$ cat config.mk
export PLATFORM = sky130hd
export DESIGN_NAME = seven_segment_scan_blink_driver_flat
export DESIGN_NICKNAME = d
export VERILOG_FILES = /design/src/hdl/ssbd_pkg.sv /design/src/hdl/ssbd_ifs.sv /design/src/hdl/ssbd_out_buf.sv /design/src/hdl/seven_segment_scan_blink_driver.sv /design/src/flat_wrapper.sv
export VERILOG_INCLUDE_DIRS = /design/src /design/src/hdl
export SDC_FILE = /design/constraint.sdc
export NUM_CORES = 1
export LEC_CHECK = 0
export BUFFER_PORTS_ARGS = -buffer_cell sky130_fd_sc_hd__buf_2
export CAP_MARGIN = 25
export CORE_ASPECT_RATIO = 1.75
export CORE_MARGIN = 2
export CORE_UTILIZATION = 60
export DETAILED_ROUTE_END_ITERATION = 7
export PLACE_DENSITY = 0.89
export SLEW_MARGIN = 10
export SYNTH_ARGS = -nofsm -noshare
export SYNTH_HDL_FRONTEND = slang
export SYNTH_SLANG_ARGS = --single-unit
$ cat constraint.sdc
create_clock -name clk -period 8.8 [get_ports clk]
set_input_delay 0.44 -clock clk [delete_from_list [all_inputs] [get_ports clk]]
set_output_delay 0.44 -clock clk [all_outputs]
set_load 0.03 [all_outputs]
$ cat src/hdl/seven_segment_scan_blink_driver_defines.svh
// Assertion macros shared by the display driver RTL.
`ifndef SEVEN_SEGMENT_SCAN_BLINK_DRIVER_DEFINES_SVH
`define SEVEN_SEGMENT_SCAN_BLINK_DRIVER_DEFINES_SVH

`ifndef SYNTHESIS
// Same-cycle implication, checked out of reset
`define SSBD_ASSERT_IMPL(label, clk, rst_n, ante, cons) \
    label: assert property (@(posedge clk) disable iff (!rst_n) (ante) |-> (cons)) \
        else $error("ssbd check failed");
// Next-cycle implication, checked out of reset
`define SSBD_ASSERT_NEXT(label, clk, rst_n, ante, cons) \
    label: assert property (@(posedge clk) disable iff (!rst_n) (ante) |=> (cons)) \
        else $error("ssbd check failed");
`else
`define SSBD_ASSERT_IMPL(label, clk, rst_n, ante, cons)
`define SSBD_ASSERT_NEXT(label, clk, rst_n, ante, cons)
`endif

`endif

$ cat src/hdl/ssbd_pkg.sv
// Shared constants, types and the glyph decoder of the display driver.
package ssbd_pkg;

    localparam int POS_COUNT   = 8;
    localparam int POS_W       = $clog2(POS_COUNT);
    localparam int DIGIT_COUNT = 6;
    localparam int SEG_W       = 8;
    localparam int PERIOD_W    = 16;
    localparam int PADDR_W     = 3;
    localparam int PDATA_W     = 32;

    localparam logic [POS_W-1:0] COLON_POS = POS_W'(6);
    localparam logic [POS_W-1:0] LED_POS   = POS_W'(7);

    // Request modes
    localparam logic [1:0] MODE_TICK        = 2'd0;
    localparam logic [1:0] MODE_WRITE_CHAR  = 2'd1;
    localparam logic [1:0] MODE_SET_BLINK   = 2'd2;
    localparam logic [1:0] MODE_CLEAR_BLINK = 2'd3;

    // Register select (paddr bit 2)
    localparam logic REG_BLINK_ENABLE = 1'b0;
    localparam logic REG_BLINK_PERIOD = 1'b1;

    localparam logic [PERIOD_W-1:0] BLINK_PERIOD_RESET = PERIOD_W'(200);
    localparam logic [SEG_W-1:0]    SEG_RESET          = 8'hff;

    // Bits of the blink mask that a digit blink clear touches
    localparam logic [POS_COUNT-1:0] DIGIT_BLINK_MASK = POS_COUNT'((1 << DIGIT_COUNT) - 1);

    typedef struct packed {
        logic [SEG_W-1:0] segments;
        logic [POS_W-1:0] digit;
        logic             lit;
    } result_t;

    // Common-cathode glyphs, bit 0 is segment a
    function automatic logic [SEG_W-1:0] glyph(input logic [6:0] code);
        logic [SEG_W-1:0] seg;
        unique case (code)
            7'd0:  seg = 8'h3f;
            7'd1:  seg = 8'h06;
            7'd2:  seg = 8'h5b;
            7'd3:  seg = 8'h4f;
            7'd4:  seg = 8'h66;
            7'd5:  seg = 8'h6d;
            7'd6:  seg = 8'h7d;
            7'd7:  seg = 8'h07;
            7'd8:  seg = 8'h7f;
            7'd9:  seg = 8'h6f;
            7'h41: seg = 8'h77; // A
            7'h61: seg = 8'h5f; // a
            7'h42: seg = 8'h7f; // B
            7'h62: seg = 8'h7c; // b
            7'h43: seg = 8'h39; // C
            7'h63: seg = 8'h58; // c
            7'h44: seg = 8'h3f; // D
            7'h64: seg = 8'h5e; // d
            7'h45: seg = 8'h79; // E
            7'h65: seg = 8'h7b; // e
            7'h46: seg = 8'h71; // F
            7'h47: seg = 8'h7d; // G
            7'h67: seg = 8'h6f; // g
            7'h48: seg = 8'h76; // H
            7'h68: seg = 8'h74; // h
            7'h49: seg = 8'h06; // I
            7'h4a: seg = 8'h0e; // J
            7'h4c: seg = 8'h38; // L
            7'h6e: seg = 8'h54; // n
            7'h4f: seg = 8'h3f; // O
            7'h6f: seg = 8'h5c; // o
            7'h50: seg = 8'h73; // P
            7'h71: seg = 8'h67; // q
            7'h72: seg = 8'h50; // r
            7'h53: seg = 8'h6d; // S
            7'h74: seg = 8'h78; // t
            7'h55: seg = 8'h3e; // U
            7'h79: seg = 8'h6e; // y
            default: seg = 8'h00;
        endcase
        return seg;
    endfunction

endpackage

$ cat src/hdl/ssbd_ifs.sv
// Valid/ready channel interfaces for requests and results.
interface ssbd_cmd_if;
    logic       valid;
    logic       ready;
    logic [1:0] mode;
    logic [2:0] position;
    logic [6:0] char_code;
    logic [2:0] range_end;

    modport source (output valid, mode, position, char_code, range_end, input ready);
    modport sink (input valid, mode, position, char_code, range_end, output ready);
endinterface

interface ssbd_res_if;
    logic       valid;
    logic       ready;
    logic [7:0] segments;
    logic [2:0] digit;
    logic       lit;

    modport source (output valid, segments, digit, lit, input ready);
    modport sink (input valid, segments, digit, lit, output ready);
endinterface

$ cat src/hdl/ssbd_out_buf.sv
// Two-entry result buffer: output register plus skid stage.
module ssbd_out_buf
    import ssbd_pkg::*;
(
    input  logic              clk,
    input  logic              rst_n,
    input  logic              push,
    input  result_t           push_data,
    output logic              room,
    ssbd_res_if.source        res
);

    logic    main_valid_reg, main_valid_next;
    logic    skid_valid_reg, skid_valid_next;
    result_t main_data_reg, main_data_next;
    result_t skid_data_reg, skid_data_next;
    logic    pop;

    assign pop  = main_valid_reg & res.ready;
    assign room = ~skid_valid_reg;

    // Buffer next state
    always_comb
    begin
        main_valid_next = main_valid_reg;
        skid_valid_next = skid_valid_reg;
        main_data_next  = main_data_reg;
        skid_data_next  = skid_data_reg;
        if (pop)
        begin
            if (skid_valid_reg)
            begin
                main_data_next  = skid_data_reg;
                skid_valid_next = push;
                skid_data_next  = push_data;
            end
            else
            begin
                main_valid_next = push;
                main_data_next  = push_data;
            end
        end
        else if (!main_valid_reg)
        begin
            main_valid_next = push;
            main_data_next  = push_data;
        end
        else if (push)
        begin
            skid_valid_next = 1'b1;
            skid_data_next  = push_data;
        end
    end

    // Control flops
    always_ff @(posedge clk or negedge rst_n)
    begin
        if (!rst_n)
        begin
            main_valid_reg <= 1'b0;
            skid_valid_reg <= 1'b0;
        end
        else
        begin
            main_valid_reg <= main_valid_next;
            skid_valid_reg <= skid_valid_next;
        end
    end

    // Payload flops
    always_ff @(posedge clk)
    begin
        main_data_reg <= main_data_next;
        skid_data_reg <= skid_data_next;
    end

    assign res.valid    = main_valid_reg;
    assign res.segments = main_data_reg.segments;
    assign res.digit    = main_data_reg.digit;
    assign res.lit      = main_data_reg.lit;

endmodule

$ cat src/hdl/seven_segment_scan_blink_driver.sv
// Multiplexed eight-position seven-segment display driver with blinking.
//
// Requests arrive on cmd (valid/ready): mode 0 is a scan tick, mode 1 writes
// a decoded character into a position, mode 2 sets blink bits over a range
// of positions, mode 3 clears the digit blink bits. Only a tick gives a
// result on res (valid/ready): the segment byte, the scanned position and
// the common-line enable, blanked while the position blinks off.
// A tick's result is registered before it reaches res. Throughput: one
// request per clock while cmd.ready is high; the scan, blink and segment
// registers update as a request is taken. The result side has an output
// register and a skid stage; cmd.ready drops only while both hold results,
// so a stalled receiver blocks requests after two waiting results. Blink
// enable and period are set over the APB port (offset 0x0 and 0x4), written
// only while no request is in flight; the block does not enforce this.
// Reset clears the scan to position 0, the blink phase and the blink mask,
// sets every segment byte to 0xff, blink off and period 200 frames.
`include "seven_segment_scan_blink_driver_defines.svh"

module seven_segment_scan_blink_driver
    import ssbd_pkg::*;
(
    input  logic               clk,
    input  logic               rst_n,
    ssbd_cmd_if.sink           cmd,
    ssbd_res_if.source         res,
    input  logic               psel,
    input  logic               penable,
    input  logic               pwrite,
    input  logic [PADDR_W-1:0] paddr,
    input  logic [PDATA_W-1:0] pwdata,
    output logic [PDATA_W-1:0] prdata,
    output logic               pready
);

    logic                  blink_enable_reg;
    logic [PERIOD_W-1:0]   blink_period_reg;
    logic [POS_W-1:0]      scan_position_reg, scan_position_next;
    logic [PERIOD_W-1:0]   blink_phase_reg, blink_phase_next;
    logic [POS_COUNT-1:0]  blink_mask_reg, blink_mask_next;
    logic [SEG_W-1:0]      segment_store_reg [POS_COUNT];

    logic                  cmd_acc;
    logic                  tick_acc;
    logic                  room;
    logic                  cfg_wr;
    logic                  blanked;
    logic [SEG_W-1:0]      seg_sel;
    logic [PERIOD_W-1:0]   phase_inc;
    logic [POS_COUNT-1:0]  range_bits;
    result_t               result;

    assign cmd.ready = room;
    assign cmd_acc   = cmd.valid & room;
    assign tick_acc  = cmd_acc & (cmd.mode == MODE_TICK);

    // APB register port
    assign pready = 1'b1;
    assign cfg_wr = psel & penable & pwrite;

    always_ff @(posedge clk or negedge rst_n)
    begin
        if (!rst_n)
        begin
            blink_enable_reg <= 1'b0;
            blink_period_reg <= BLINK_PERIOD_RESET;
        end
        else if (cfg_wr)
        begin
            unique case (paddr[2])
                REG_BLINK_ENABLE: blink_enable_reg <= pwdata[0];
                REG_BLINK_PERIOD: blink_period_reg <= pwdata[PERIOD_W-1:0];
                default:          blink_enable_reg <= blink_enable_reg;
            endcase
        end
    end

    always_comb
    begin
        unique case (paddr[2])
            REG_BLINK_ENABLE: prdata = PDATA_W'(blink_enable_reg);
            REG_BLINK_PERIOD: prdata = PDATA_W'(blink_period_reg);
            default:          prdata = '0;
        endcase
    end

    // Current scan output
    assign blanked = blink_mask_reg[scan_position_reg] & blink_enable_reg
                     & (blink_phase_reg < (blink_period_reg >> 1));
    assign seg_sel = (scan_position_reg == COLON_POS) ?
                     {SEG_W{blink_mask_reg[COLON_POS]}} :
                     segment_store_reg[scan_position_reg];

    assign result.segments = blanked ? '0 : seg_sel;
    assign result.digit    = scan_position_reg;
    assign result.lit      = ~blanked;

    // Blink range decode
    always_comb
    begin
        for (int k = 0; k < POS_COUNT; k++)
        begin
            range_bits[k] = (POS_W'(k) >= cmd.position) && (POS_W'(k) <= cmd.range_end);
        end
    end

    assign phase_inc = blink_phase_reg + PERIOD_W'(1);

    // Scan, blink phase and blink mask update
    always_comb
    begin
        scan_position_next = scan_position_reg;
        blink_phase_next   = blink_phase_reg;
        blink_mask_next    = blink_mask_reg;
        if (cmd_acc)
        begin
            unique case (cmd.mode)
                MODE_TICK:
                begin
                    scan_position_next = scan_position_reg + POS_W'(1);
                    if (scan_position_reg == LED_POS)
                    begin
                        blink_phase_next = (phase_inc >= blink_period_reg) ? '0 : phase_inc;
                    end
                end
                MODE_SET_BLINK:   blink_mask_next = blink_mask_reg | range_bits;
                MODE_CLEAR_BLINK: blink_mask_next = blink_mask_reg & ~DIGIT_BLINK_MASK;
                default:          blink_mask_next = blink_mask_reg;
            endcase
        end
    end

    always_ff @(posedge clk or negedge rst_n)
    begin
        if (!rst_n)
        begin
            scan_position_reg <= '0;
            blink_phase_reg   <= '0;
            blink_mask_reg    <= '0;
        end
        else
        begin
            scan_position_reg <= scan_position_next;
            blink_phase_reg   <= blink_phase_next;
            blink_mask_reg    <= blink_mask_next;
        end
    end

    // Segment store, one decoded glyph written per character request
    always_ff @(posedge clk or negedge rst_n)
    begin
        if (!rst_n)
        begin
            for (int k = 0; k < POS_COUNT; k++)
            begin
                segment_store_reg[k] <= SEG_RESET;
            end
        end
        else if (cmd_acc && (cmd.mode == MODE_WRITE_CHAR))
        begin
            segment_store_reg[cmd.position] <= glyph(cmd.char_code);
        end
    end

    ssbd_out_buf u_out_buf (
        .clk       (clk),
        .rst_n     (rst_n),
        .push      (tick_acc),
        .push_data (result),
        .room      (room),
        .res       (res)
    );

    // Checks
    `SSBD_ASSERT_IMPL(a_blank_dark, clk, rst_n, res.valid && !res.lit, res.segments == '0)
    `SSBD_ASSERT_NEXT(a_scan_wrap, clk, rst_n, tick_acc && (scan_position_reg == LED_POS), scan_position_reg == '0)
    `SSBD_ASSERT_NEXT(a_scan_hold, clk, rst_n, !tick_acc, $stable(scan_position_reg))
    `SSBD_ASSERT_IMPL(a_ready_valid, clk, rst_n, !cmd.ready, res.valid)

endmodule
$ cat src/flat_wrapper.sv
// flat-port wrapper written by rule: the top's interface ports become plain ports
module seven_segment_scan_blink_driver_flat import ssbd_pkg::*;
  (clk, rst_n, psel, penable, pwrite, paddr, pwdata, prdata, pready, cmd_valid, cmd_mode, cmd_position, cmd_char_code, cmd_range_end, cmd_ready, res_valid, res_segments, res_digit, res_lit, res_ready);
  ssbd_cmd_if cmd_i ();
  ssbd_res_if res_i ();
  input  logic clk;
  input  logic rst_n;
  input  logic psel;
  input  logic penable;
  input  logic pwrite;
  input  logic [PADDR_W-1:0] paddr;
  input  logic [PDATA_W-1:0] pwdata;
  output logic [PDATA_W-1:0] prdata;
  output logic pready;
  input wire logic [$bits(cmd_i.valid)-1:0] cmd_valid;
  input wire logic [$bits(cmd_i.mode)-1:0] cmd_mode;
  input wire logic [$bits(cmd_i.position)-1:0] cmd_position;
  input wire logic [$bits(cmd_i.char_code)-1:0] cmd_char_code;
  input wire logic [$bits(cmd_i.range_end)-1:0] cmd_range_end;
  output wire logic [$bits(cmd_i.ready)-1:0] cmd_ready;
  output wire logic [$bits(res_i.valid)-1:0] res_valid;
  output wire logic [$bits(res_i.segments)-1:0] res_segments;
  output wire logic [$bits(res_i.digit)-1:0] res_digit;
  output wire logic [$bits(res_i.lit)-1:0] res_lit;
  input wire logic [$bits(res_i.ready)-1:0] res_ready;
  assign cmd_i.valid = cmd_valid;
  assign cmd_i.mode = cmd_mode;
  assign cmd_i.position = cmd_position;
  assign cmd_i.char_code = cmd_char_code;
  assign cmd_i.range_end = cmd_range_end;
  assign cmd_ready = cmd_i.ready;
  assign res_valid = res_i.valid;
  assign res_segments = res_i.segments;
  assign res_digit = res_i.digit;
  assign res_lit = res_i.lit;
  assign res_i.ready = res_ready;
  seven_segment_scan_blink_driver u_core (.clk(clk), .rst_n(rst_n), .cmd(cmd_i), .res(res_i), .psel(psel), .penable(penable), .pwrite(pwrite), .paddr(paddr), .pwdata(pwdata), .prdata(prdata), .pready(pready));
endmodule
==> run summary, run 1 <==
Global routing finished with a remaining overflow of 0. Final count of hold timing violations: 0. The worst hold path stage count was 2. By count the netlist is led by 67 x dfstp_2, 67 x nand2_1, 56 x nor2_1.

The tools report the die area as 0.0142 mm2. For the worst setup path, the data required time is 9.09 ns. The share of async-settable or async-resettable flops after synthesis is 0.821. The floorplan step set the die width to 90.8 um.

The least setup slack across all paths after layout was 4.89 ns; the detailed-route vias per instance was 6.32. The logs give 0.00383 uW for the leakage component of the power and 17 for the number of buffers inserted during clock tree synthesis. Compared with the post-synthesis result, the final layout area differs by 12.3%. Power spread over the standard cell area amounts to 263 mW/mm2. Buffers placed on the I/O ports in this run total 68. The run gives 0.449 as the part of the Yosys area used for sequential elements.

The startpoint identified for the worst hold timing path is pwdata[14]. Library cell with the largest summed area after synthesis: dfstp_2. For the overall routing resource usage, the log shows 0.282. In the final design database the tool counted 889 nets. Top flip-flop cell by instance count after synthesis: dfstp_2. Entering global routing, the biggest net connects 86 pins.

The initial antenna violation count was 0; the count of pins on the block boundary was 104. In the post-synthesis netlist, the biggest area contributors are dfstp_2 22%, dfrtp_1 14%, edfxtp_1 9.1%. In this run the critical register-to-register path is captured at u_core.blink_phase_reg[3]. The via count of the first global-routing pass is 6376, and the post-route setup TNS is 0 ns. Setup violations remaining at the end of the flow were counted as 0.

Clock latency on the worst-skew pair, taken at its later pin, is 0.42 ns. VDD sags by at most 0.141 mV. In this run the remaining antenna-violating nets after routing total 0. The pre-antenna-repair detailed-routing pass consisted of 5 iterations. Clock-pin slew was measured on the worst setup and hold paths at 0.06 ns. Gates resized during post-CTS repair numbered 0. Count of inserted antenna diode cells: 0.

Measured slew at the worst slew-check pin: 1.06 ns. The starting density of the core was 0.612; the final core utilization was 0.687. The wire length reported by the detailed router is 19300 um. The cell sitting at the root of the clock tree is a clkbuf_16. During synthesis, Yosys emitted a total of 0 warnings. The fraction of final layout cells sized beyond drive strength 1 came out at 0.309. Worst slack after detailed placement: 5.10 ns. The tightest min-delay check is of the in -> reg type. After synthesis the netlist holds a flip-flop and latch count of 134.

Across all register-to-register paths, the minimum setup slack is 4.89 ns. The number of instances in the synthesized netlist is 744. The clock drives 134 sinks. The number of pins with negative max-slew slack in the final report is 0. The wire length of the first global-routing pass came out at 31300 um. At the end of routability-driven placement, the weighted congestion stood at 0.915. The buffer depth of the longest clock path came out at 2. The worst register-to-register path begins at u_core.blink_phase_reg[0]. The largest fanout on the critical path was 12; the distinct cell type count of the synthesized netlist was 76.

Overall power consumption after layout is estimated at 2340 uW. The vertical die dimension is 156 um. Startpoint type of the worst setup path: a register. Data on the critical path arrives at its endpoint at 4.20 ns.

STA classifies the critical path endpoint as a register. The post-route clock period utilization was 0.444; the number of flip-flops in the largest register was 64. The remaining max-slew budget at the tightest pin is 0.295, and the via count of the routed design is 6179. The cell count of the worst reg-to-reg path is 12.

For the DRC violations left, the log shows 0. Post-synthesis instance area: 0.00791 mm2. The flow ran to the end, and the final reports show no timing, DRC or antenna violations. Timing would allow up to 256 MHz.

The area of the core came out at 0.0129 mm2. The initialized floorplan defines 55 standard-cell rows. The mean post-synth cell area came out at 10.6 um2.

On the final layout, the worst clock skew is 0.00956 ns. Setup repair after global routing left no endpoint under its margin. In this run the number of H-tree levels came out at 4.

The reported max-cap violation count is 0. TritonCTS built the clock tree. The endpoint of the worst hold path is u_core.blink_period_reg[14]. In this run, the number of DRC markers left after iteration 0 of detailed routing was 461. The tools report the total half-perimeter wirelength after legalization and detailed placement as 13000 um.

The number of enable flip-flop cells after synthesis was 24. The portion of synthesized cell area occupied by the leading cell type is 0.222. Path type of the worst setup path: reg -> reg.

After detailed routing, the average wire length per cell comes to 19.7 um. The final critical path time including I/O delays and setup is 3.91 ns.
[through the flow]
| step | area (um2) | hold slack, ns | instances |
|---|---|---|---|
| after global routing | 8890 | 0.245 | 978 |
| after global placement | 8250 | 0.363 | 944 |
| after floorplan | 7970 | 0.144 | 759 |
| after CTS | 8860 | 0.241 | 977 |
| after detailed placement | 8250 | 0.362 | 944 |
| final | 8890 | 0.248 | 978 |
[logic make-up after synthesis]
logic type / count (synthesis) / synth area share
XOR/XNOR: 16 / 0.0177
buffers and inverters: 87 / 0.0541
flip-flops: 134 / 0.449
AND/OR/NAND/NOR: 243 / 0.159
multiplexers: 65 / 0.120
AO/OA/AOI/OAI: 159 / 0.138
adder cells (fa/ha/maj): 38 / 0.0601
other: 2 / 0.000949
[what timing repair did]
| item | in CTS | in global routing |
|---|---|---|
| hold buffers | 1 | 0 |
| endpoints found under the hold margin | 16 | 0 |
| setup buffers | 0 | 0 |
| setup endpoints to repair | 0 | 0 |
[layout by cell type, fill, tap and decap left out, types with 4 or more instances in the layout]
cell and instances:
nand2_1 67, buf_2 67, dfstp_2 67, nor2_1 56
dfrtp_1 43, mux2_2 42, a21oi_1 41, ha_1 38
inv_1 26, and2_1 25, edfxtp_1 24, nand3_1 20
o21ai_1 19, clkbuf_16 18, conb_1 17, a31oi_1 14
mux4_2 13, xnor2_1 12, o21ai_0 12, nor2b_1 11
o22ai_1 9, o31ai_1 9, a221o_1 9, nand2b_1 8
buf_4 8, nor3_1 7, and3_1 6, a21o_1 6
mux4_1 5, nand4_1 5, a22o_1 5, nand3b_1 5
clkinv_4 5, xor2_1 4, or3_1 4, nor4_1 4
nor3b_1 4, mux2_1 4, o211ai_1 4
[where the power goes]
part / total (uW) / internal (uW) / switching (uW)
clock network: 719 / 438 / 280
registers: 942 / 833 / 109
logic: 677 / 282 / 394
total: 2340 / 1550 / 784
[worst max-delay path, stage by stage (launching register included)]
cell and delay (ns):
dfrtp_1 0.45, ha_1 0.28, nand3_1 0.18, nor3_2 0.42
nand3_1 0.18, xnor2_1 0.19, ha_1 0.32, nand2_1 0.07
nor2_1 0.18, a211oi_1 0.10, a221oi_2 0.90, nor4_1 0.17
a221o_1 0.33
[how the worst max path moves through the flow]
| stage | from | endpoint |
|---|---|---|
| after CTS | u_core.blink_phase_reg[0] | u_core.blink_phase_reg[12] |
| after floorplan | u_core.blink_phase_reg[0] | u_core.blink_phase_reg[6] |
| after global placement | u_core.blink_phase_reg[0] | u_core.blink_phase_reg[6] |
| after detailed placement | u_core.blink_phase_reg[0] | u_core.blink_phase_reg[8] |
| final | u_core.blink_phase_reg[0] | u_core.blink_phase_reg[3] |
| after global routing | u_core.blink_phase_reg[0] | u_core.blink_phase_reg[12] |
[area by class of cell]
class                      instances  area [um2]
fill                             929        4050
multi-input combinational        538        3990
sequential                       134        3560
clock buffer                      20         458
timing repair buffer              77         433
tap                              171         214
clock inverter                    12         141
inverter                          26        97.6
[routing by layer]
metal	GRT usage	vias up	wire, um
li1	-	2782	-
met1	0.279	3011	6610
met2	0.531	289	10500
met3	0.0512	97	994
met4	0.183	0	1170
met5	0	-	0
(Power assumes the default switching activity.)
==> run 2, diff against run 1 <==
- CORE_UTILIZATION: 60 -> 53
- PLACE_DENSITY: 0.89 -> 0.84
- clock period: 8.8 -> 3.3 ns (I/O delays scaled with it)
==> run 2 against run 1 <==
Sequential share of layout area is 1.5 points lower. Routed wire length is 1.4% lower. Setup slack worse by 4.8 ns. Worst hold slack worse by 0.16 ns. Combinational power grew to 2.7 times the previous value. Clock skew is 0.0012 ns lower. Core utilization is 6.1 points lower. Non-clock buffer count is 33 higher. Power grew to 2.6 times the previous value. Largest power group unchanged.
==> run summary, run 2 (synthesized netlist as in run 1, its figures left out) <==
Die width: 96.4 um. The detailed-route vias per instance came out at 5.97. The flow ran to the end, and the final reports show no timing, DRC or antenna violations. For this design the ratio of total power to cell area is 665 mW/mm2.

The kind of end point of the critical path was a register. The tools report the startpoint type of the worst setup path as a register. Worst slack after detailed placement: 0.000328 ns.

Setup slack on the critical path of the routed design comes to 0.104 ns. The fraction of final layout cells sized beyond drive strength 1 was 0.327. Compared with the post-synthesis result, the final layout area differs by 16.8%. For the worst setup path, the data required time is 3.65 ns. The logs give 134 for the total number of clock tree sinks and 0.912 for the routability-driven placement congestion ratio. Path type of the worst setup path: reg -> reg. The level count of the clock H-tree is 4. The tools report the wire length reported by the detailed router as 19000 um. Setup violations remaining at the end of the flow were counted as 0. The average wire length per cell after detail routing was 18.6 um; the final critical path time including I/O delays and setup was 3.20 ns.

From bottom edge to top edge, the die measures 166 um. The die covers 0.0160 mm2. Leaving out fill and tap cells, the most frequent cells in the layout are 67 x nand2_1, 67 x buf_2, 67 x dfstp_2, 55 x nor2_1, 43 x dfrtp_1. After detailed routing, the number of remaining DRC violations is 0. Entering global routing, the biggest net connects 64 pins. TritonCTS built the clock tree. The arrival time at the worst endpoint is 3.55 ns, and the starting density of the core is 0.536. The tools report the number of buffers inserted during clock tree synthesis as 17.

Summed over all failing endpoints, the final setup total negative slack is 0 ns. The leakage component of the power was 0.00400 uW; the maximum achievable frequency was 313 MHz. The run gives 6347 as the via count of the first global-routing pass. The largest fanout on the critical path was 5.

The tools report the buffer depth of the longest clock path as 2. The final design instance area without fill is 0.00924 mm2. Clock skew on the completed layout was measured at 0.00840 ns. The largest individual stage delay along the critical path comes from the cell or4b_1.

The floorplan step defined a core boundary enclosing 0.0148 mm2. The via count of the routed design is 6114, and the number of flip-flops in the largest register is 64. In this run, the number of DRC markers left after iteration 0 of detailed routing was 354. The logs give 923 for the final net count and 30600 um for the wire length of the first global-routing pass. The placed instances occupy a cell area of 0.00839 mm2. The floorplan has 59 rows. For the number of nets with antenna violations after detailed routing, the log shows 0. The worst vdd rail ir drop was 0.303 mV. The slack of the worst reg-to-reg path was 0.10 ns. Type of the most critical hold path: in -> reg. The post-route clock period utilization is 0.968, and the number of iterations in the first detailed-routing pass is 5. For the count of pins on the block boundary, the log shows 104.

The final count of hold timing violations came out at 0. The signal on the critical path passes through ha_1, nand3_1, nor3_2, nand3_1, xnor2_1, ha_1, nand2_1, nor2_2, a2111oi_4, a221oi_2, or4b_1, mux2i_1. CTS placed an instance of clkbuf_16 at the clock tree root.

Port buffering added 68 buffers. For this run the aggregate overflow at the end of global routing stands at 0. Clock latency on the worst-skew pair, taken at its later pin, is 0.43 ns. The run gives 0.246 as the overall routing resource usage. For the remaining max-slew budget at the tightest pin, the log shows 0.452.

Clock-pin slew was measured on the worst setup and hold paths at 0.07 ns. The number of antenna diodes in the final layout is 0. Detailed placement ended at an HPWL of 13100 um. The run gives 0 as the initial antenna violation count.

The measured slew at the worst slew-check pin is 0.822 ns. Fill cells in the final layout number 1130. The number of pins with negative max-slew slack in the final report is 0, and the reported max-cap violation count is 0. The peak per-stage delay on the critical path came out at 0.49 ns.
-- run 2: final timing paths --
| kind | to | cells after the start | from |
|---|---|---|---|
| setup / recovery | u_core.blink_phase_reg[13] | 12 | u_core.blink_phase_reg[1] |
| hold reg to reg | u_core.segment_store_reg[50] | 2 | u_core.segment_store_reg[50] |
| setup reg to reg | u_core.blink_phase_reg[13] | 12 | u_core.blink_phase_reg[1] |
| min in group asynchronous | u_core.blink_period_reg[5] | 2 | rst_n |
| hold / removal | u_core.blink_mask_reg[6] | 3 | cmd_position[0] |
| max in group asynchronous | u_core.segment_store_reg[39] | 3 | rst_n |
-- run 2: power breakdown --
part / total (uW) / leakage (uW) / internal (uW) / switching (uW)
combinational: 1830 / 0.00223 / 777 / 1050
clock: 1840 / 0.000287 / 1010 / 832
sequential: 2480 / 0.00148 / 2220 / 262
total: 6150 / 0.00400 / 4010 / 2140
-- run 2: area by class of cell --
class,instances,area [um2],share of cell area
timing repair buffer,110,718,0.0777
sequential,134,3560,0.385
clock buffer,17,425,0.0460
tap,183,229,0.0248
multi-input combinational,539,4060,0.440
inverter,26,97.6,0.0106
clock inverter,15,151,0.0164
-- run 2: what timing repair did --
item | CTS | global route
buffers inserted | 0 | 1
endpoints found under the setup margin | 11 | 13
gates resized for setup | 1 | 9
gates cloned | 0 | 1
pin swaps | 0 | 2
endpoints found under the hold margin | 62 | 0
hold buffers | 19 | 0
-- run 2: routing by layer --
metal / GRT usage / vias to the layer above / share of wire
li1: - / 2849 / -
met1: 0.265 / 3028 / 0.36
met2: 0.443 / 172 / 0.56
met3: 0.0468 / 65 / 0.034
met4: 0.121 / 0 / 0.046
met5: 0 / - / 0
-- run 2: stage by stage --
step                      hold slack, ns   util  total power [uW]  instances
after detailed placement           0.314  0.568              4290        971
after global routing              0.0903  0.626              6460       1024
after floorplan                   -0.131      -              3800        759
final                             0.0899  0.626              6150       1024
after CTS                         0.0758  0.621              6160       1022
after global placement             0.303  0.568              4200        971
-- run 2: critical path, delay by kind of cell (launching register included) --
kind	cells	cell delay, ns
simple gates	6	1.23
fa+ha+maj	2	0.51
xor+xnor	1	0.22
flops	1	0.42
mux	1	0.14
compound gates	2	0.60
